--- src/plh_pkg.sv ---
`default_nettype none

package plh_pkg;

    localparam int LANES_DEF       = 16;
    localparam int BINS_DEF        = 1024;
    localparam int CODE_WIDTH_DEF  = 16;
    localparam int COUNT_WIDTH_DEF = 32;

    localparam int SLOT_W      = 16;
    localparam int MAX_LANES   = 16;
    localparam int ROW_W       = SLOT_W * MAX_LANES;
    localparam int CMD_W       = 2;
    localparam int BIN_IDX_W   = 10;
    localparam int S_TDATA_W   = 272;
    localparam int BIN_COUNT_W = 36;
    localparam int DROP_W      = 32;
    localparam int RESULT_W    = BIN_COUNT_W + DROP_W;
    localparam int M_TDATA_W   = 72;
    localparam int DROP_INC_W  = $clog2(MAX_LANES + 1);

    localparam int RQ_DEPTH    = 4;
    localparam int RQ_PTR_W    = $clog2(RQ_DEPTH);
    localparam int RQ_CNT_W    = $clog2(RQ_DEPTH + 1);

    typedef enum logic [CMD_W-1:0] {
        CMD_CLEAR = 2'd0,
        CMD_COUNT = 2'd1,
        CMD_READ  = 2'd2
    } cmd_t;

    typedef struct packed {
        logic count;
        logic clear;
    } lane_op_t;

endpackage

`default_nettype wire

--- src/plh_sum.sv ---
`default_nettype none

module plh_sum #(
    parameter int LANES       = plh_pkg::LANES_DEF,
    parameter int COUNT_WIDTH = plh_pkg::COUNT_WIDTH_DEF
) (
    input  wire logic                              aclk,
    input  wire logic                              aresetn,
    input  wire logic                              in_valid,
    input  wire logic                              in_range,
    input  wire logic [plh_pkg::DROP_W-1:0]        in_drop,
    input  wire logic [COUNT_WIDTH-1:0]            lane_value [LANES],
    output logic                                   out_valid,
    output logic      [plh_pkg::BIN_COUNT_W-1:0]   out_count,
    output logic      [plh_pkg::DROP_W-1:0]        out_drop
);

    localparam int NG = (LANES + 3) / 4;
    localparam int GW = COUNT_WIDTH + 2;
    localparam int SW = COUNT_WIDTH + 4;

    logic [COUNT_WIDTH-1:0] pad [NG*4];
    logic [GW-1:0]          grp [NG];
    logic [SW-1:0]          total;

    logic                         a_valid_reg;
    logic                         a_range_reg;
    logic [plh_pkg::DROP_W-1:0]   a_drop_reg;
    logic [GW-1:0]                a_grp_reg [NG];

    logic                             b_valid_reg;
    logic [plh_pkg::BIN_COUNT_W-1:0]  b_count_reg;
    logic [plh_pkg::DROP_W-1:0]       b_drop_reg;

    always_comb begin
        for (int i = 0; i < NG * 4; i++) begin
            pad[i] = '0;
        end
        for (int i = 0; i < LANES; i++) begin
            pad[i] = lane_value[i];
        end
        for (int g = 0; g < NG; g++) begin
            grp[g] = GW'(pad[4*g]) + GW'(pad[4*g+1]) + GW'(pad[4*g+2]) + GW'(pad[4*g+3]);
        end
    end

    always_comb begin
        total = '0;
        for (int g = 0; g < NG; g++) begin
            total = total + SW'(a_grp_reg[g]);
        end
    end

    always_ff @(posedge aclk) begin
        if (!aresetn) begin
            a_valid_reg <= 1'b0;
            b_valid_reg <= 1'b0;
        end else begin
            a_valid_reg <= in_valid;
            b_valid_reg <= a_valid_reg;
        end
    end

    always_ff @(posedge aclk) begin
        a_range_reg <= in_range;
        a_drop_reg  <= in_drop;
        for (int g = 0; g < NG; g++) begin
            a_grp_reg[g] <= grp[g];
        end
        b_count_reg <= a_range_reg ? plh_pkg::BIN_COUNT_W'(total) : '0;
        b_drop_reg  <= a_drop_reg;
    end

    assign out_valid = b_valid_reg;
    assign out_count = b_count_reg;
    assign out_drop  = b_drop_reg;

endmodule

`default_nettype wire

--- config.mk ---
export PLATFORM = sky130hd
export DESIGN_NAME = plh_sum
export DESIGN_NICKNAME = d
export VERILOG_FILES = /design/src/plh_pkg.sv /design/src/plh_sum.sv
export SDC_FILE = /design/constraint.sdc
export NUM_CORES = 1
export LEC_CHECK = 0
export ABC_AREA = 0
export BUFFER_PORTS_ARGS = -buffer_cell sky130_fd_sc_hd__buf_2
export CELL_PAD_IN_SITES_DETAIL_PLACEMENT = 0
export CELL_PAD_IN_SITES_GLOBAL_PLACEMENT = 1
export CORE_ASPECT_RATIO = 1.75
export CORE_MARGIN = 1.5
export CORE_UTILIZATION = 35
export DETAILED_ROUTE_END_ITERATION = 7
export PLACE_DENSITY = 0.76
export SYNTH_ARGS = -nofsm -noshare
export SYNTH_HDL_FRONTEND = slang
export SYNTH_SLANG_ARGS = --single-unit
--- constraint.sdc ---
create_clock -name aclk -period 10.4 [get_ports aclk]
set_clock_uncertainty 0.15 [all_clocks]
set_input_delay 0.52 -clock aclk [delete_from_list [all_inputs] [get_ports aclk]]
set_output_delay 0.52 -clock aclk [all_outputs]
set_load 0.01 [all_outputs]
; ---- Yosys cells after proc, flatten, opt, wreduce, memory -nomap -nowiden
; Memories as Yosys holds them, arrays and structs flattened.
; Index checks and enable logic that the tools add are counted.
[op_classes]
add_sub_neg = 15
[ops]
columns = cell, count
row1 = adder 33 x 32 -> 34 bit, 4
row2 = adder 34 x 32 -> 34 bit, 4
row3 = adder 32 x 32 -> 33 bit, 4
row4 = adder 35 x 34 -> 36 bit, 1
row5 = adder 36 x 34 -> 36 bit, 1
row6 = adder 34 x 34 -> 35 bit, 1
[totals]
memories = 1
out_inout_bits = 69
regBits = 103
mem_bits_rw = 136
wordCells = 22
[memory_table]
columns = name, words, word_bits, read_ports, rd_clocked_by_memory_dff, wr, line
row1 = a_grp_reg, 4, 34, 4, 0, 4, plh_sum.sv:29  ; logic [GW-1:0] a_grp_reg [NG];

; ---- Longest topological paths before layout
[depth]
ltp_word = 3
ltp_mapped = 16
mapped_depth_nobuf = 16

; ---- Worst setup path before layout
; OpenSTA, ideal clock, no wires.
[synth_path]
path_type = input port to flip-flop
startpoint = in lane_value[1] (netlist name)
endpoint = mem a_grp_reg[3][29] (netlist name)
stages = 15
required_time_ps = 10130
setup_slack_ps = 6154
arrival_time_ps = 3976
path_buffers = 0
setup_time_ps = 120
path_cell_list = fa_1 inv_1 fa_1 inv_1 ha_1 fa_1 a211oi_2 o21bai_2 a21oi_2 o31ai_4 a31oi_4 o21ai_2 o311a_1 o21a_1 o31a_1
[synth_rtl]
columns = element, line
row1 = from (decl), plh_sum.sv:12  ; input wire logic [COUNT_WIDTH-1:0] lane_value [LANES],
row2 = to (decl), plh_sum.sv:29

==> results_tabular.tex <==
\begin{tabular}{lr}
\hline
Metric & Value \\
\hline
\multicolumn{2}{l}{\textbf{Status}} \\
Result of the run & complete, but fails checks \\
Violations in the final reports & design-rule violations \\
\multicolumn{2}{l}{\textbf{STA}} \\
Unrepaired setup endpoints after global routing & false \\
Total of endpoints with negative setup slack in the final report & 0 \\
Worst slew margin relative to its limit & 0.559 \\
Max Freq & 230 MHz \\
Final Max Tran Viols & 0 \\
Slew at the pin with the worst max-slew slack & 0.644 ns \\
Fraction of the cycle the final worst path needs & 0.418 \\
Setup slack of the critical path after layout & 6.05 ns \\
Final total negative setup slack & 0 ns \\
Final critical path time including I/O delays and setup & 4.35 ns \\
Final Hold Vio Count & 0 \\
\multicolumn{2}{l}{\textbf{Routing}} \\
Routed via count & 18000 \\
Drt pass-1 iters & 8 \\
Sum of routed wire length over all layers & roughly 65 mm \\
Average wire per cell in the routed design & 16.4 um \\
Total DRC errors in the routed layout & between 50 and 60 \\
Initial drt markers & between 500 and 600 \\
Via-to-Cell Ratio & $\sim$4.6 \\
Remaining antenna violation count after routing & 0 \\
\multicolumn{2}{l}{\textbf{Setup path}} \\
Longest individual stage delay on the worst path & 0.53 ns \\
Crit path kind & reg2reg \\
Sort of element at the start of the critical path & flop \\
Cell family with the largest share of critical-path delay & adder cells \\
Arrival time of the worst setup path & 4.64 ns \\
Worst Setup End Kind & flop \\
Critical path buffers and inverters & 3 \\
Maximum fanout encountered on the critical timing path & 3 \\
Cells traversed along the worst timing path & inv\_1 > fa\_1 > inv\_1 > fa\_1 > ha\_1 > inv\_1 > fa\_1 > nor2b\_1 > o31a\_1 > o311ai\_2 > a211o\_1 > a21oi\_1 > a2111oi\_2 > o21bai\_1 > xnor2\_1 > nor2\_1 \\
Critical-path cell with the highest stage delay & sky130\_fd\_sc\_hd\_\_fa\_1 \\
Worst Path Required & about 11 ns \\
\multicolumn{2}{l}{\textbf{Yosys}} \\
Main synth FF type & sky130\_fd\_sc\_hd\_\_dfxtp\_1 \\
Number of synthesized flops with an enable pin & 0 \\
Dominant cell type by area after synthesis & sky130\_fd\_sc\_hd\_\_fa\_1 \\
Average cell area after synthesis & 9.09 um2 \\
Synth Register Bits & 239 \\
Fraction of the yosys area taken by sequential cells & 0.215 \\
Portion of synthesized cell area occupied by the leading cell type & 0.291 \\
Synthesis warning total & 0 \\
Total standard cell area after synthesis & around 22000 um2 \\
Total nets after synthesis & 3491 \\
Synth cell types & 81 \\
Dominant cells by area after synthesis & sky130\_fd\_sc\_hd\_\_fa\_1, sky130\_fd\_sc\_hd\_\_dfxtp\_1, sky130\_fd\_sc\_hd\_\_inv\_1, sky130\_fd\_sc\_hd\_\_ha\_1, sky130\_fd\_sc\_hd\_\_xnor2\_1 \\
Share of async-settable or async-resettable flops after synthesis & 0 \\
Gate Count Post-Synth & 2452 \\
\multicolumn{2}{l}{\textbf{Clocking}} \\
Number of buffers created by CTS & 27 \\
Clk sinks & 239 \\
Number of H-tree levels & 1 \\
Worst skew pair latency & 0.56 ns \\
Clock slew at reported path FFs & 0.07 ns \\
Number of buffers added for setup after CTS & 0 \\
Root buffer selected by CTS & sky130\_fd\_sc\_hd\_\_clkbuf\_16 \\
CTS max path bufs & 3 \\
TritonCTS clock tree & yes \\
\multicolumn{2}{l}{\textbf{Floorplan}} \\
Site row count & 122 \\
Die area & 65300 um2 \\
Die H & approximately 340 um \\
Area inside the core boundary & 63200 um2 \\
Number of primary I/O pins & 617 \\
Die Width & roughly 190 um \\
Starting density of the core & 0.353 \\
\multicolumn{2}{l}{\textbf{Global routing}} \\
Vias in the first global route & 19200 \\
Number of antenna violations at the first check in global routing & 4 \\
GRT Resource Usage Total & 0.197 \\
GRT Residual Overflow & 0 \\
Wire length of the first global-routing pass & around 100 mm \\
Pin count of the biggest net entering global routing & 32 \\
\multicolumn{2}{l}{\textbf{Cells and area}} \\
Fin nets & 4151 \\
Non-filler cells, final & 3941 \\
Top library cells by usage in the layout, fill and taps aside & sky130\_fd\_sc\_hd\_\_inv\_1, sky130\_fd\_sc\_hd\_\_buf\_2, sky130\_fd\_sc\_hd\_\_fa\_1, sky130\_fd\_sc\_hd\_\_dfxtp\_1, sky130\_fd\_sc\_hd\_\_ha\_1 \\
Filler cell count in the final layout & 6480 \\
Fraction of final layout cells with drive strength greater than 1 & 0.225 \\
Max FFs per register & between 100 and 150 \\
Most common cell after layout, fill and taps aside & sky130\_fd\_sc\_hd\_\_inv\_1 \\
Area growth from synthesis to layout & 23.7\% \\
\multicolumn{2}{l}{\textbf{Power and ir drop}} \\
Static power due to leakage & 15.3 nW \\
Power density cells & about 400 nW/um2 \\
Peak supply drop & around 0.35 mV \\
\multicolumn{2}{l}{\textbf{Place}} \\
Pre-CTS worst setup slack & 5.76 ns \\
Count of buffers from port buffering & 616 \\
Gp weighted congestion & 0.876 \\
Total half-perimeter wirelength after legalization and detailed placement & 57.3 mm \\
Number of placed cells counting well taps & 3855 \\
\multicolumn{2}{l}{\textbf{Hold path}} \\
Worst min-delay path class & in2reg \\
\multicolumn{2}{l}{\textbf{Run}} \\
Max Cap Violations & 0 \\
\hline
\end{tabular}
[cells by family after synthesis]
family,Yosys count,share of synthesized area
AOI/OAI and AO/OA,465,0.143
xor gates and xnor gates,133,0.0522
adders and majority gates,491,0.385
buffers and inverters,811,0.137
DFF,239,0.215
muxes,1,0.000449
and+or+nand+nor,312,0.0687
[worst paths after layout]
check             startpoint            end  slack, ns  cells past startpoint
min reg2reg    a_drop_reg[1]    out_drop[1]       0.18                      0
min                 in_valid    a_valid_reg       0.04                      2
max reg2reg  a_grp_reg[3][1]  out_count[27]       6.05                     16
max          a_grp_reg[3][1]  out_count[27]       6.05                     16
[power by group]
group	internal, W	switching (W)
clock network	0.000557	0.000425
logic	0.00359	0.00493
registers	0.00134	0.000201
[cell usage after synthesis (10+ instances only)]
library cell	number
sky130_fd_sc_hd__inv_1	791
sky130_fd_sc_hd__fa_1	324
sky130_fd_sc_hd__dfxtp_1	239
sky130_fd_sc_hd__ha_1	167
sky130_fd_sc_hd__a21oi_1	145
sky130_fd_sc_hd__xnor2_1	89
sky130_fd_sc_hd__nand2_1	79
sky130_fd_sc_hd__nor2_1	78
sky130_fd_sc_hd__a21o_1	77
sky130_fd_sc_hd__o21ai_0	55
sky130_fd_sc_hd__xor2_1	44
sky130_fd_sc_hd__nand3_1	28
sky130_fd_sc_hd__o21a_1	28
sky130_fd_sc_hd__nor3_1	27
sky130_fd_sc_hd__o21bai_1	21
sky130_fd_sc_hd__a211oi_1	19
sky130_fd_sc_hd__and3_1	19
sky130_fd_sc_hd__clkbuf_1	19
sky130_fd_sc_hd__a31oi_1	17
sky130_fd_sc_hd__nor2b_1	14
sky130_fd_sc_hd__nand2b_1	12
sky130_fd_sc_hd__o21ai_1	11
sky130_fd_sc_hd__and2_1	10
sky130_fd_sc_hd__nand4_1	10
[layer usage]
metal,global-route usage,wire length [um],up-vias
li1,-,-,8850
met1,0.188,21300,8535
met2,0.413,37300,531
met3,0.0250,3240,98
met4,0.0821,2830,4
met5,0,21,-
[cell type report]
cell class / count / area, um2 / share of cell area
clock buffers: 30 / 717 / 0.0260
inverters: 791 / 2970 / 0.108
diodes: 2 / 5.00 / 0.000181
repair buffers: 651 / 3430 / 0.124
multi-input cells: 1402 / 14500 / 0.524
well taps: 806 / 1010 / 0.0366
flip-flops and latches: 239 / 4780 / 0.173
clock inverters: 20 / 205 / 0.00744
[timing repair]
action,4_1_cts,5_1_grt
hold buffers,34,0
endpoints found under the hold margin,34,0
gates resized for setup,0,0
[stage by stage]
step	hold WS, ns	area (um2)	total power, W	util
after global placement	0.160	26300	0.0100	0.416
after global routing	0.0311	27600	0.0123	0.437
after detailed placement	0.162	26300	0.0101	0.416
after floorplan	0.160	22300	0.00791	-
after CTS	0.00217	27600	0.0112	0.436
final	0.0440	27600	0.0110	0.437
[worst reg2reg max path, stage by stage, from the launching register on]
cell and delay, ns:
sky130_fd_sc_hd__dfxtp_1 0.31, sky130_fd_sc_hd__inv_1 0.06, sky130_fd_sc_hd__fa_1 0.53, sky130_fd_sc_hd__inv_1 0.05
sky130_fd_sc_hd__fa_1 0.48, sky130_fd_sc_hd__ha_1 0.19, sky130_fd_sc_hd__inv_1 0.07, sky130_fd_sc_hd__fa_1 0.43
sky130_fd_sc_hd__nor2b_1 0.21, sky130_fd_sc_hd__o31a_1 0.23, sky130_fd_sc_hd__o311ai_2 0.14, sky130_fd_sc_hd__a211o_1 0.34
sky130_fd_sc_hd__a21oi_1 0.31, sky130_fd_sc_hd__a2111oi_2 0.14, sky130_fd_sc_hd__o21bai_1 0.35, sky130_fd_sc_hd__xnor2_1 0.18
sky130_fd_sc_hd__nor2_1 0.07
(Power assumes the default switching activity.)
