### src/plh_pkg.sv
`default_nettype none

package plh_pkg;

    localparam int LANES_DEF       = 16;
    localparam int BINS_DEF        = 1024;
    localparam int CODE_WIDTH_DEF  = 16;
    localparam int COUNT_WIDTH_DEF = 32;

    localparam int SLOT_W      = 16;
    localparam int MAX_LANES   = 16;
    localparam int ROW_W       = SLOT_W * MAX_LANES;
    localparam int CMD_W       = 2;
    localparam int BIN_IDX_W   = 10;
    localparam int S_TDATA_W   = 272;
    localparam int BIN_COUNT_W = 36;
    localparam int DROP_W      = 32;
    localparam int RESULT_W    = BIN_COUNT_W + DROP_W;
    localparam int M_TDATA_W   = 72;
    localparam int DROP_INC_W  = $clog2(MAX_LANES + 1);

    localparam int RQ_DEPTH    = 4;
    localparam int RQ_PTR_W    = $clog2(RQ_DEPTH);
    localparam int RQ_CNT_W    = $clog2(RQ_DEPTH + 1);

    typedef enum logic [CMD_W-1:0] {
        CMD_CLEAR = 2'd0,
        CMD_COUNT = 2'd1,
        CMD_READ  = 2'd2
    } cmd_t;

    typedef struct packed {
        logic count;
        logic clear;
    } lane_op_t;

endpackage

`default_nettype wire

### src/plh_result_q.sv
`default_nettype none

module plh_result_q (
    input  wire logic                          aclk,
    input  wire logic                          aresetn,
    input  wire logic                          push,
    input  wire logic [plh_pkg::RESULT_W-1:0]  push_data,
    output logic                               pop_valid,
    input  wire logic                          pop_ready,
    output logic      [plh_pkg::RESULT_W-1:0]  pop_data
);

    logic [plh_pkg::RESULT_W-1:0] q_reg [plh_pkg::RQ_DEPTH];
    logic [plh_pkg::RQ_PTR_W-1:0] wr_ptr_reg;
    logic [plh_pkg::RQ_PTR_W-1:0] rd_ptr_reg;
    logic [plh_pkg::RQ_CNT_W-1:0] cnt_reg;
    logic [plh_pkg::RQ_CNT_W-1:0] cnt_next;
    logic                         pop;

    assign pop       = pop_valid && pop_ready;
    assign pop_valid = (cnt_reg != '0);
    assign pop_data  = q_reg[rd_ptr_reg];

    always_comb begin
        cnt_next = cnt_reg;
        case ({push, pop})
            2'b10:   cnt_next = cnt_reg + 1'b1;
            2'b01:   cnt_next = cnt_reg - 1'b1;
            default: cnt_next = cnt_reg;
        endcase
    end

    always_ff @(posedge aclk) begin
        if (!aresetn) begin
            wr_ptr_reg <= '0;
            rd_ptr_reg <= '0;
            cnt_reg    <= '0;
        end else begin
            cnt_reg <= cnt_next;
            if (push) begin
                wr_ptr_reg <= wr_ptr_reg + 1'b1;
            end
            if (pop) begin
                rd_ptr_reg <= rd_ptr_reg + 1'b1;
            end
        end
    end

    always_ff @(posedge aclk) begin
        if (push) begin
            q_reg[wr_ptr_reg] <= push_data;
        end
    end

endmodule

`default_nettype wire

### config.mk
export PLATFORM = sky130hd
export DESIGN_NAME = plh_result_q
export DESIGN_NICKNAME = d
export VERILOG_FILES = /design/src/plh_pkg.sv /design/src/plh_result_q.sv
export SDC_FILE = /design/constraint.sdc
export NUM_CORES = 1
export LEC_CHECK = 0
export ABC_AREA = 1
export BUFFER_PORTS_ARGS = -buffer_cell sky130_fd_sc_hd__buf_2
export CORE_MARGIN = 5
export CORE_UTILIZATION = 57
export DETAILED_ROUTE_END_ITERATION = 8
export HOLD_SLACK_MARGIN = 0.08
export PLACE_DENSITY = 0.77
export SLEW_MARGIN = 10
export SYNTH_ARGS = -nofsm -noshare
export SYNTH_HDL_FRONTEND = slang
export SYNTH_SLANG_ARGS = --single-unit
### constraint.sdc
create_clock -name aclk -period 3 [get_ports aclk]
set_input_delay 0.9 -clock aclk [delete_from_list [all_inputs] [get_ports aclk]]
set_output_delay 0.9 -clock aclk [all_outputs]
set_load 0.05 [all_outputs]
After elaboration in Yosys (flattened, before gate mapping)
Memory sizes are Yosys's and may differ from the RTL's. A register that Yosys moved wholly into a read port is not among the register bits.
Index checks and enable logic that the tools add are counted.
Storage, ports and cells
  flip-flop bits (word level): 7
  RAM bits: 272
  output and inout bits: 69
  word-level logic and storage cells: 18
  memories: 1
Cells by class
  $add $sub $neg: 4
  equal/unequal tests: 2
  muxes and demuxes: 5
  reduce and logical (&&, ||, !) cells: 3
Memories
  q_reg: depth 4, bits a word 68, read ports 1, clocked after memory_dff 1, wr ports 1, RTL line plh_result_q.sv:13  | logic [plh_pkg::RESULT_W-1:0] q_reg [plh_pkg::RQ_DEPTH];
Operator list (number)
  $pmux 3 s2: 1
  $add 2x1->2 const B: 2
  $mux 2: 2
  $add 3x1->3 const B: 1
  $reduce_bool 3->1: 1
  $sub 3x1->3 const B: 1
  $eq 2x1->1 const B: 1
  $eq 2x2->1 const B: 1
  $mux 1: 2
  $reduce_bool 2->1: 1
  $logic_and 1x1->1: 1

Logic depth before layout (Yosys ltp)
Gate-level depths: netlist of the first run.
  depth after elaboration: 4
  gate-level depth with buffers: 13
  gate-level depth less buffers: 13

Worst setup path after synthesis of the first run
No wires, ideal clock.
  path type: input to register
  start: input push
  end: memory q_reg[2][0] (netlist name) (enable)
  library setup time: 0.422 ns
  arrival: 2.255 ns
  setup slack: 0.323 ns
  cell stages on the path: 2
  buffers on the path: 0
  cells stage by stage: nand2_1 -> inv_1
On the way
  cells in the longest elaborated chain, start to end: 2
Ends and longest elaborated chain
  start, declared: RTL line plh_result_q.sv:6  | input wire logic push,
  $mux 1: RTL line plh_result_q.sv:50  | if (push) begin
  $mux 1 (not written as such): RTL line plh_result_q.sv:51  | q_reg[wr_ptr_reg] <= push_data;
  end, declared: RTL line plh_result_q.sv:13
No other way between the ends.

==> results of run 1 <==
per-layer routing:
metal  part of all wire  routed length (µm)  GRT usage  vias to the layer above
met3              0.082                1750     0.0545                       36
met1               0.41                8740      0.256                     3082
li1                   -                   -          -                     2996
met5             0.0022                  46          0                        -
met4              0.015                 327     0.0470                        8
met2               0.49               10400      0.325                      206
final timing paths:
check                           from                       to  slack, ns  cells after the start
min          cnt_reg[0]$_SDFFE_PN0P_  cnt_reg[0]$_SDFFE_PN0P_       0.53                      2
max                        flip-flop             pop_data[26]       0.08                      5
min reg2reg  cnt_reg[0]$_SDFFE_PN0P_  cnt_reg[0]$_SDFFE_PN0P_       0.53                      2
max reg2reg  cnt_reg[1]$_SDFFE_PN0P_  cnt_reg[2]$_SDFFE_PN0P_       1.23                     13
where the power goes:
part	internal, mW	switching, mW	leakage, nW
clock network	1.85	1.30	0.398
logic	0.593	2.03	1.42
registers	4.50	0.0566	2.57
layout make-up:
class                   instances  share of cell area
diodes                          2            0.000406
clock buffers                  37              0.0586
clock inverters                12             0.00842
inverters                      19             0.00639
multi-input cells             379               0.149
flip-flops and latches        281               0.677
well taps                     229              0.0232
repair buffers                160              0.0765
cells by family after synthesis:
kind of cell / count (synthesis)
AOI/OAI and AO/OA: 213
adders and majority gates: 6
DFF: 281
and+or+nand+nor: 160
buffers and inverters: 62
per-stage QoR:
stage / power [mW] / cell area, µm² / setup WS (ns)
global placement: 7.23 / 11500 / 0.613
finish: 10.3 / 12300 / 0.0841
CTS: 10.4 / 12300 / 0.0677
floorplan: 6.61 / 10500 / 0.323
global route: 10.8 / 12300 / 0.00779
detailed placement: 7.27 / 11500 / 0.533
critical path, cell delays in order, from the launching register on:
cell and delay [ns]:
dfxtp_4 0.38, inv_8 0.25, buf_4 0.27, o21ai_0 0.11
o22ai_1 0.17, buf_2 0.30
placed cells by master (no fill, tap or decap):
master,n
buf_2,138
o22ai_1,68
o21ai_0,135
bufinv_16,2
clkinvlp_4,1
nand3_1,3
inv_2,5
inv_1,13
diode_2,2
clkinv_1,7
dfxtp_2,1
dfxtp_1,7
o21ai_1,5
nor2_1,142
buf_4,13
nand2_1,15
ha_1,5
clkinv_2,2
edfxtp_1,272
a21oi_1,5
fa_1,1
inv_8,1
clkbuf_4,2
clkbuf_16,27
clkbuf_8,1
buf_12,7
dfxtp_4,1
clkbuf_1,9
repair_timing:
| item | in CTS | in global routing |
|---|---|---|
| resized for setup | 1 | 2 |
| endpoints found under the hold margin | 0 | 0 |
| endpoints found under the setup margin | 1 | 2 |
==> flow_metrics.tcl, run 1 <==
set metrics [dict create \
    ys_async_sr_fraction 0 \
    largest_reg_flops 272 \
    n_fill_cell 1234 \
    drt_iter0_markers 535 \
    postRouteAntennaNets 0 \
    finalSetupTns_ns 0 \
    fin_nets 946 \
    path_class "reg2out" \
    p_leak_nw 4.39 \
    synth_area_leader_cell "edfxtp_1" \
    track_usage 0.194 \
    synth_mux_area_frac 0 \
    hp-class "reg2reg" \
    io_buffers 140 \
    fin_hold_ws_ns 0.530 \
    period_share 0.972 \
    num_rows 49 \
    finish.utilization 0.682 \
    synth_area_leaders "edfxtp_1 (78%), o21ai_0 (6.4%), nor2_1 (5.1%)" \
    cp-end-kind "output port" \
    clock-sinks 281 \
    synth_xor_area_frac 0 \
    antenna_found_initial 6 \
    worstPathRequired_ns 2.10 \
    grt_max_degree 73 \
    place_inst 1068 \
    core_um2 18100 \
    synth_top_family_by_area "compound AO/OA/AOI/OAI gates" \
    wl_per_cell_um 19.0 \
    synth-simple-area-share 0.0574 \
    critPathMaxFanout 55 \
    cts.htree.levels 1 \
    wirelength_um 21300 \
    drc 0 \
    syn_nets 800 \
    dieHeight_um 146 \
    ys_warn_count 0 \
    stdcell_count 1119 \
    root_buffer "clkbuf_16" \
    setup_violations 0 \
    drtPass1Iterations 5 \
    synthAdderAreaFrac 0.00785 \
    regArea_um2 8350 \
    drive_above_1_share 0.226 \
    synthDominantCellAreaShare 0.776 \
    syn_inst 722 \
    via_per_inst 5.66 \
    clk_pin_slew_ns 0.06 \
    fmax_ghz 0.343 \
    rsz0062_at_grt "no" \
    startpoint_type "flip-flop" \
    cap_violations 0 \
    yosys_most_used_dff "edfxtp_1" \
    crit_arrival_ns 2.02 \
    grt_pass1_wl_um 33400 \
    period_minus_slack_ns 2.92 \
    yosysUniqueCellTypes 19 \
    avgSynthCellArea_um2 14.6 \
    die_area_um2 21300 \
    synth.top_cells.by_count "edfxtp_1 (272), nor2_1 (142), o21ai_0 (135), o22ai_1 (68), inv_1 (17)" \
    synth_compound_area_frac 0.109 \
    slew_headroom 0.627 \
    finalHoldViolations 0 \
    die_width_um 146 \
    pin_count 141 \
    synth_seq_area_share 0.793 \
    multi_input_area_um2 1840 \
    dp_hpwl_um 12500 \
    slew_violations 0 \
    first_global_vias 6403 \
    synth-edff-count 272 \
    overflow 0 \
    power_density_nw_per_um2 837 \
    ir_drop_mv 0.622 \
    start_util 0.582 \
    cts_tree "done" \
    synth_most_common_cell "edfxtp_1" \
    clkLatencyLatePin_ns 0.51 \
    cts_made_buffers 27 \
    post_cts_buffers 0 \
    cts-hold-fix-buffers 0 \
    worst_pin_slew_ns 0.560 \
    synth_seq_cells 281 \
    routabilityCongestion 0.788 \
    skew_ns 0.00781 \
    vias 6328 \
    syn-cell-area_um2 10500 \
    syn_to_final_growth_pct 17.2 \
    cts_max_path_buffers 3 \
    status "finished, final reports clean" \
]
Power figures use the tool's default switching activity.
==> run 2: changes to the inputs <==
--- a/config.mk
+++ b/config.mk
@@ -11,8 +11,8 @@
 export CORE_UTILIZATION = 57
 export DETAILED_ROUTE_END_ITERATION = 8
 export HOLD_SLACK_MARGIN = 0.08
-export PLACE_DENSITY = 0.77
-export SLEW_MARGIN = 10
+export PLACE_DENSITY = 0.76
+export SLEW_MARGIN = 20
 export SYNTH_ARGS = -nofsm -noshare
 export SYNTH_HDL_FRONTEND = slang
 export SYNTH_SLANG_ARGS = --single-unit
==> run 2 against run 1 <==
  * Via count grew 1.2%
  * Clock skew grew 0.0016 ns
  * Flip-flop and latch count unchanged
  * Non-clock buffer count increased by 1
  * Setup slack gained 0.014 ns
  * Total power is 2.3% higher
  * Clock power is 5% higher
==> flow_metrics.tcl, run 2 (synthesized netlist as in run 1, its figures left out) <==
set metrics [dict create \
    power_density_nw_per_um2 850 \
    worst_pin_slew_ns 0.590 \
    cts_tree "done" \
    crit_arrival_ns 2.00 \
    clk_pin_slew_ns 0.06 \
    dp_hpwl_um 12100 \
    cap_violations 0 \
    num_rows 49 \
    first_global_vias 6365 \
    start_util 0.582 \
    period_minus_slack_ns 2.90 \
    n_fill_cell 1189 \
    io_buffers 140 \
    layout.cells.most_common_list "edfxtp_1 (272), nor2_1 (142), buf_2 (136)" \
    rsz0062_at_grt "no" \
    slew_headroom 0.607 \
    wl_met1_um 8800 \
    period_share 0.967 \
    cts_max_path_buffers 3 \
    track_usage 0.200 \
    vias 6407 \
    cts_made_buffers 27 \
    critPathMaxFanout 54 \
    path_delay_family "buffers and inverters" \
    grt_max_degree 55 \
    largest_reg_flops 272 \
    fin_nets 947 \
    worstPathRequired_ns 2.10 \
    finalSetupTns_ns 0 \
    cts.htree.levels 1 \
    final_common_cell "edfxtp_1" \
    wirelength_um 21700 \
    root_buffer "clkbuf_16" \
    die_width_um 146 \
    grt_pass1_wl_um 33900 \
    path_class "reg2out" \
    drc 0 \
    cpMaxStageDelayCell "dfxtp_4" \
    die_area_um2 21300 \
    p_leak_nw 4.43 \
    dieHeight_um 146 \
    ir_drop_mv 0.582 \
    cts-hold-fix-buffers 0 \
    postRouteAntennaNets 0 \
    antenna_found_initial 6 \
    via_per_inst 5.72 \
    startpoint_type "flip-flop" \
    fmax_ghz 0.345 \
    route.met3.wl_um 1930 \
    hp-class "reg2reg" \
    routabilityCongestion 0.729 \
    slowest_delay_ns 0.49 \
    status "finished, final reports clean" \
    syn_to_final_growth_pct 18.1 \
    wl_per_cell_um 19.4 \
    setup_violations 0 \
    routed.top_layer "met5" \
    slew_violations 0 \
    drtPass1Iterations 4 \
    fin_hold_ws_ns 0.487 \
    skew_ns 0.00946 \
    finalHoldViolations 0 \
    drive_above_1_share 0.236 \
    clkLatencyLatePin_ns 0.52 \
    overflow 0 \
    finish.utilization 0.687 \
    clock-sinks 281 \
    pin_count 141 \
    critical_path_buf_inv_count 2 \
    dr_wl_met2_um 10500 \
    core_um2 18100 \
    drt_iter0_markers 520 \
    cp-end-kind "output port" \
    cp_cell_sequence "buf_16 > o21ai_0 > o22ai_1 > buf_2" \
]
[run 2: cell count changes in the layout (fill, tap and decap cells not counted), moves of 2 or more]
| cell | delta |
|---|---|
| clkinv_2 | +10 |
| clkbuf_1 | -9 |
| buf_6 | +5 |
| inv_2 | -5 |
| buf_12 | -3 |
| buf_4 | -3 |
| buf_16 | +2 |
| buf_2 | -2 |
| bufinv_16 | +2 |
| clkbuf_4 | +2 |
[run 2: power by group]
part	internal, mW	leakage (nW)	switching, mW
sequential	4.50	2.57	0.0664
clock	1.98	0.432	1.35
combinational	0.613	1.43	2.06
total	7.09	4.43	3.47
[run 2: tightest hold or removal path: stages (launching register included)]
cell and delay [ns]:
dfxtp_1 0.32, nand2_1 0.06, a21oi_1 0.06
[run 2: cell type report]
| cell class | instances | area [µm²] | area share |
|---|---|---|---|
| well taps | 229 | 287 | 0.0230 |
| repair buffers | 161 | 977 | 0.0786 |
| flip-flops and latches | 281 | 8350 | 0.672 |
| diodes | 3 | 7.51 | 0.000604 |
| clock inverters | 21 | 205 | 0.0165 |
| multi-input cells | 379 | 1840 | 0.148 |
| clock buffers | 27 | 676 | 0.0543 |
| inverters | 19 | 90.1 | 0.00725 |
[run 2: final timing paths]
path                             endpoint  slack, ns                  startpoint  depth (start not counted)
setup reg to reg  cnt_reg[2]$_SDFFE_PN0P_       1.24     cnt_reg[1]$_SDFFE_PN0P_                         13
hold / removal                  flip-flop       0.49  rd_ptr_reg[1]$_SDFFE_PN0P_                          2
setup / recovery              pop_data[5]        0.1                   flip-flop                          4
hold reg to reg                 flip-flop       0.49  rd_ptr_reg[1]$_SDFFE_PN0P_                          2
[run 2: timing repair]
item | 4_1_cts | 5_1_grt
endpoints found under the setup margin | 68 | 31
cloned | 1 | 0
setup buffers | 2 | 0
resized for setup | 4 | 9
endpoints found under the hold margin | 0 | 0
[run 2: metrics by stage]
step           power, mW  cell area, µm²  setup WS, ns  cells
2_1_floorplan       6.61           10500         0.323    722
3_3_place_gp        7.20           11500         0.407   1066
6_report            10.6           12400        0.0985   1120
5_1_grt             11.0           12400       0.00373   1120
4_1_cts             10.6           12400        0.0381   1117
3_5_place_dp        7.24           11500         0.371   1066
[run 2: per-layer routing]
metal  track usage  up-vias
met3        0.0489       35
met1         0.268     3118
met4        0.0560        4
met2         0.333      251
li1              -     2999
met5             0        -
==> run 3: changes to the inputs <==
--- a/config.mk
+++ b/config.mk
@@ -8,10 +8,10 @@
 export ABC_AREA = 1
 export BUFFER_PORTS_ARGS = -buffer_cell sky130_fd_sc_hd__buf_2
 export CORE_MARGIN = 5
-export CORE_UTILIZATION = 57
+export CORE_UTILIZATION = 51
 export DETAILED_ROUTE_END_ITERATION = 8
 export HOLD_SLACK_MARGIN = 0.08
-export PLACE_DENSITY = 0.76
+export PLACE_DENSITY = 0.72
 export SLEW_MARGIN = 20
 export SYNTH_ARGS = -nofsm -noshare
 export SYNTH_HDL_FRONTEND = slang
==> constraint.sdc (replaced) <==
create_clock -name aclk -period 2.5 [get_ports aclk]
set_input_delay 0.75 -clock aclk [delete_from_list [all_inputs] [get_ports aclk]]
set_output_delay 0.75 -clock aclk [all_outputs]
set_load 0.05 [all_outputs]
==> run 3 against run 2 <==
  * The run now ends with negative setup slack left
  * Setup slack got worse by 0.16 ns
  * Non-clock buffer count increased by 30
  * Combinational power is 70% higher
  * Wire length rose by 20%
==> flow_metrics.tcl, run 3 (synthesized netlist as in run 1, its figures left out) <==
set metrics [dict create \
    drc 0 \
    fmax_ghz 0.390 \
    cts_made_buffers 28 \
    dieHeight_um 154 \
    die_width_um 154 \
    ir_drop_mv 0.662 \
    reg2reg_slack_ns 0.64 \
    reg2reg_to "q_reg[1][10]$_DFFE_PP_" \
    failed_checks "negative setup slack" \
    startpoint_type "flip-flop" \
    via_per_inst 5.65 \
    status "complete, but fails checks" \
    vias 6759 \
    layout.cells.most_common_list "edfxtp_1 (272), nor2_1 (127), buf_2 (72)" \
    period_minus_slack_ns 2.56 \
    final_common_cell "edfxtp_1" \
    drive_above_1_share 0.338 \
    cts_max_path_buffers 3 \
    hp-class "in2reg" \
    routabilityCongestion 0.723 \
    rsz0062_at_grt "yes" \
    min_path_cells 1 \
    grt_max_degree 46 \
    dp_hpwl_um 12500 \
    period_share 1.03 \
    root_buffer "clkbuf_16" \
    clkLatencyLatePin_ns 0.53 \
    critPathMaxFanout 13 \
    min_to "q_reg[2][18]$_DFFE_PP_" \
    postRouteAntennaNets 0 \
    antenna_found_initial 3 \
    place_inst 1110 \
    skew_ns 0.0214 \
    fin_nets 982 \
    cap_violations 0 \
    clk_pin_slew_ns 0.06 \
    setup_violations 55 \
    power_density_nw_per_um2 1020 \
    grt_pass1_wl_um 37300 \
    stdcell_count 1196 \
    wirelength_um 25900 \
    crit_arrival_ns 1.81 \
    num_rows 52 \
    diodes 0 \
    fin_ws_ns -0.0643 \
    worst_pin_slew_ns 0.552 \
    die_area_um2 23600 \
    largest_reg_flops 272 \
    regToRegStartpoint "wr_ptr_reg[1]$_SDFFE_PN0P_" \
    drtPass1Iterations 5 \
    worstPathRequired_ns 1.75 \
    first_global_vias 6601 \
    cts_tree "done" \
    core_um2 20300 \
    pin_count 141 \
    worstHoldStart "push_data[18]" \
    cp-end-kind "output port" \
    overflow 0 \
    syn_to_final_growth_pct 31.4 \
    start_util 0.518 \
    clock-sinks 281 \
    path_class "reg2out" \
    cts-hold-fix-buffers 0 \
    power.total_mw 14.2 \
    wl_per_cell_um 21.7 \
    io_buffers 140 \
    slew_headroom 0.631 \
    cts.htree.levels 1 \
    rr_worst_depth 5 \
    track_usage 0.203 \
    slew_violations 0 \
    p_leak_nw 4.95 \
    drt_iter0_markers 468 \
    finalHoldViolations 0 \
]
run 3: changes by cell type in the layout (fill, tap and decap cells not counted), moves of 26 or more:
cell	before	now
o21ai_0	135	57
buf_2	136	72
o21ai_1	5	50
buf_4	10	53
o21ai_2	0	31
buf_6	5	31
run 3: power breakdown:
part	internal [mW]	leakage [nW]	switching, mW
Combinational	1.60	1.92	2.94
Sequential	5.40	2.57	0.0803
Clock	2.49	0.451	1.65
Total	9.48	4.95	4.67
run 3: critical path: stages (launching register included):
cell       delay, ns
dfxtp_4         0.43
buf_12          0.18
clkinv_16       0.09
clkbuf_16       0.18
o21ai_1         0.13
o22ai_1         0.09
buf_4           0.20
run 3: what timing repair did:
item                       4_1_cts  5_1_grt
setup buffers                   13        2
gates cloned                    13        9
setup endpoints to repair       68       68
gates resized for setup        129      150
pin swaps                       12       36
run 3: layout make-up:
class	instances	area, µm²
well taps	270	338
repair buffers	191	1910
multi-input cells	379	2140
repair inverters	4	45.0
fillers	1378	6470
flip-flops and latches	281	8360
clock inverters	14	146
inverters	19	115
clock buffers	38	779
run 3: per-layer routing:
| metal | track usage | vias to the layer above | routed length [µm] |
|---|---|---|---|
| met2 | 0.330 | 278 | 12500 |
| li1 | - | 3078 | - |
| met5 | 0 | - | 41 |
| met3 | 0.0542 | 43 | 2170 |
| met1 | 0.274 | 3354 | 10700 |
| met4 | 0.0542 | 6 | 476 |
run 3: metrics by stage:
stage / TNS (ns) / area, µm² / worst slack (ns) / hold WS, ns / util
floorplan: 0 / 10500 / 0.164 / 0.459 / -
global placement: 0 / 11600 / 0.293 / 0.483 / 0.573
detailed placement: 0 / 11600 / 0.271 / 0.509 / 0.573
CTS: -4.26 / 13300 / -0.136 / 0.409 / 0.657
global route: -6.42 / 13800 / -0.143 / 0.414 / 0.681
finish: -1.73 / 13800 / -0.0643 / 0.430 / 0.681
run 3: worst max path at each step:
stage          cells after the start      endpoint  slack (ns)
6_report                           6  pop_data[30]       -0.06
5_1_grt                            6  pop_data[26]       -0.14
4_1_cts                            6  pop_data[18]       -0.14
3_5_place_dp                       4  pop_data[57]        0.27
3_3_place_gp                       5  pop_data[59]        0.29
2_1_floorplan                      5  pop_data[25]        0.16
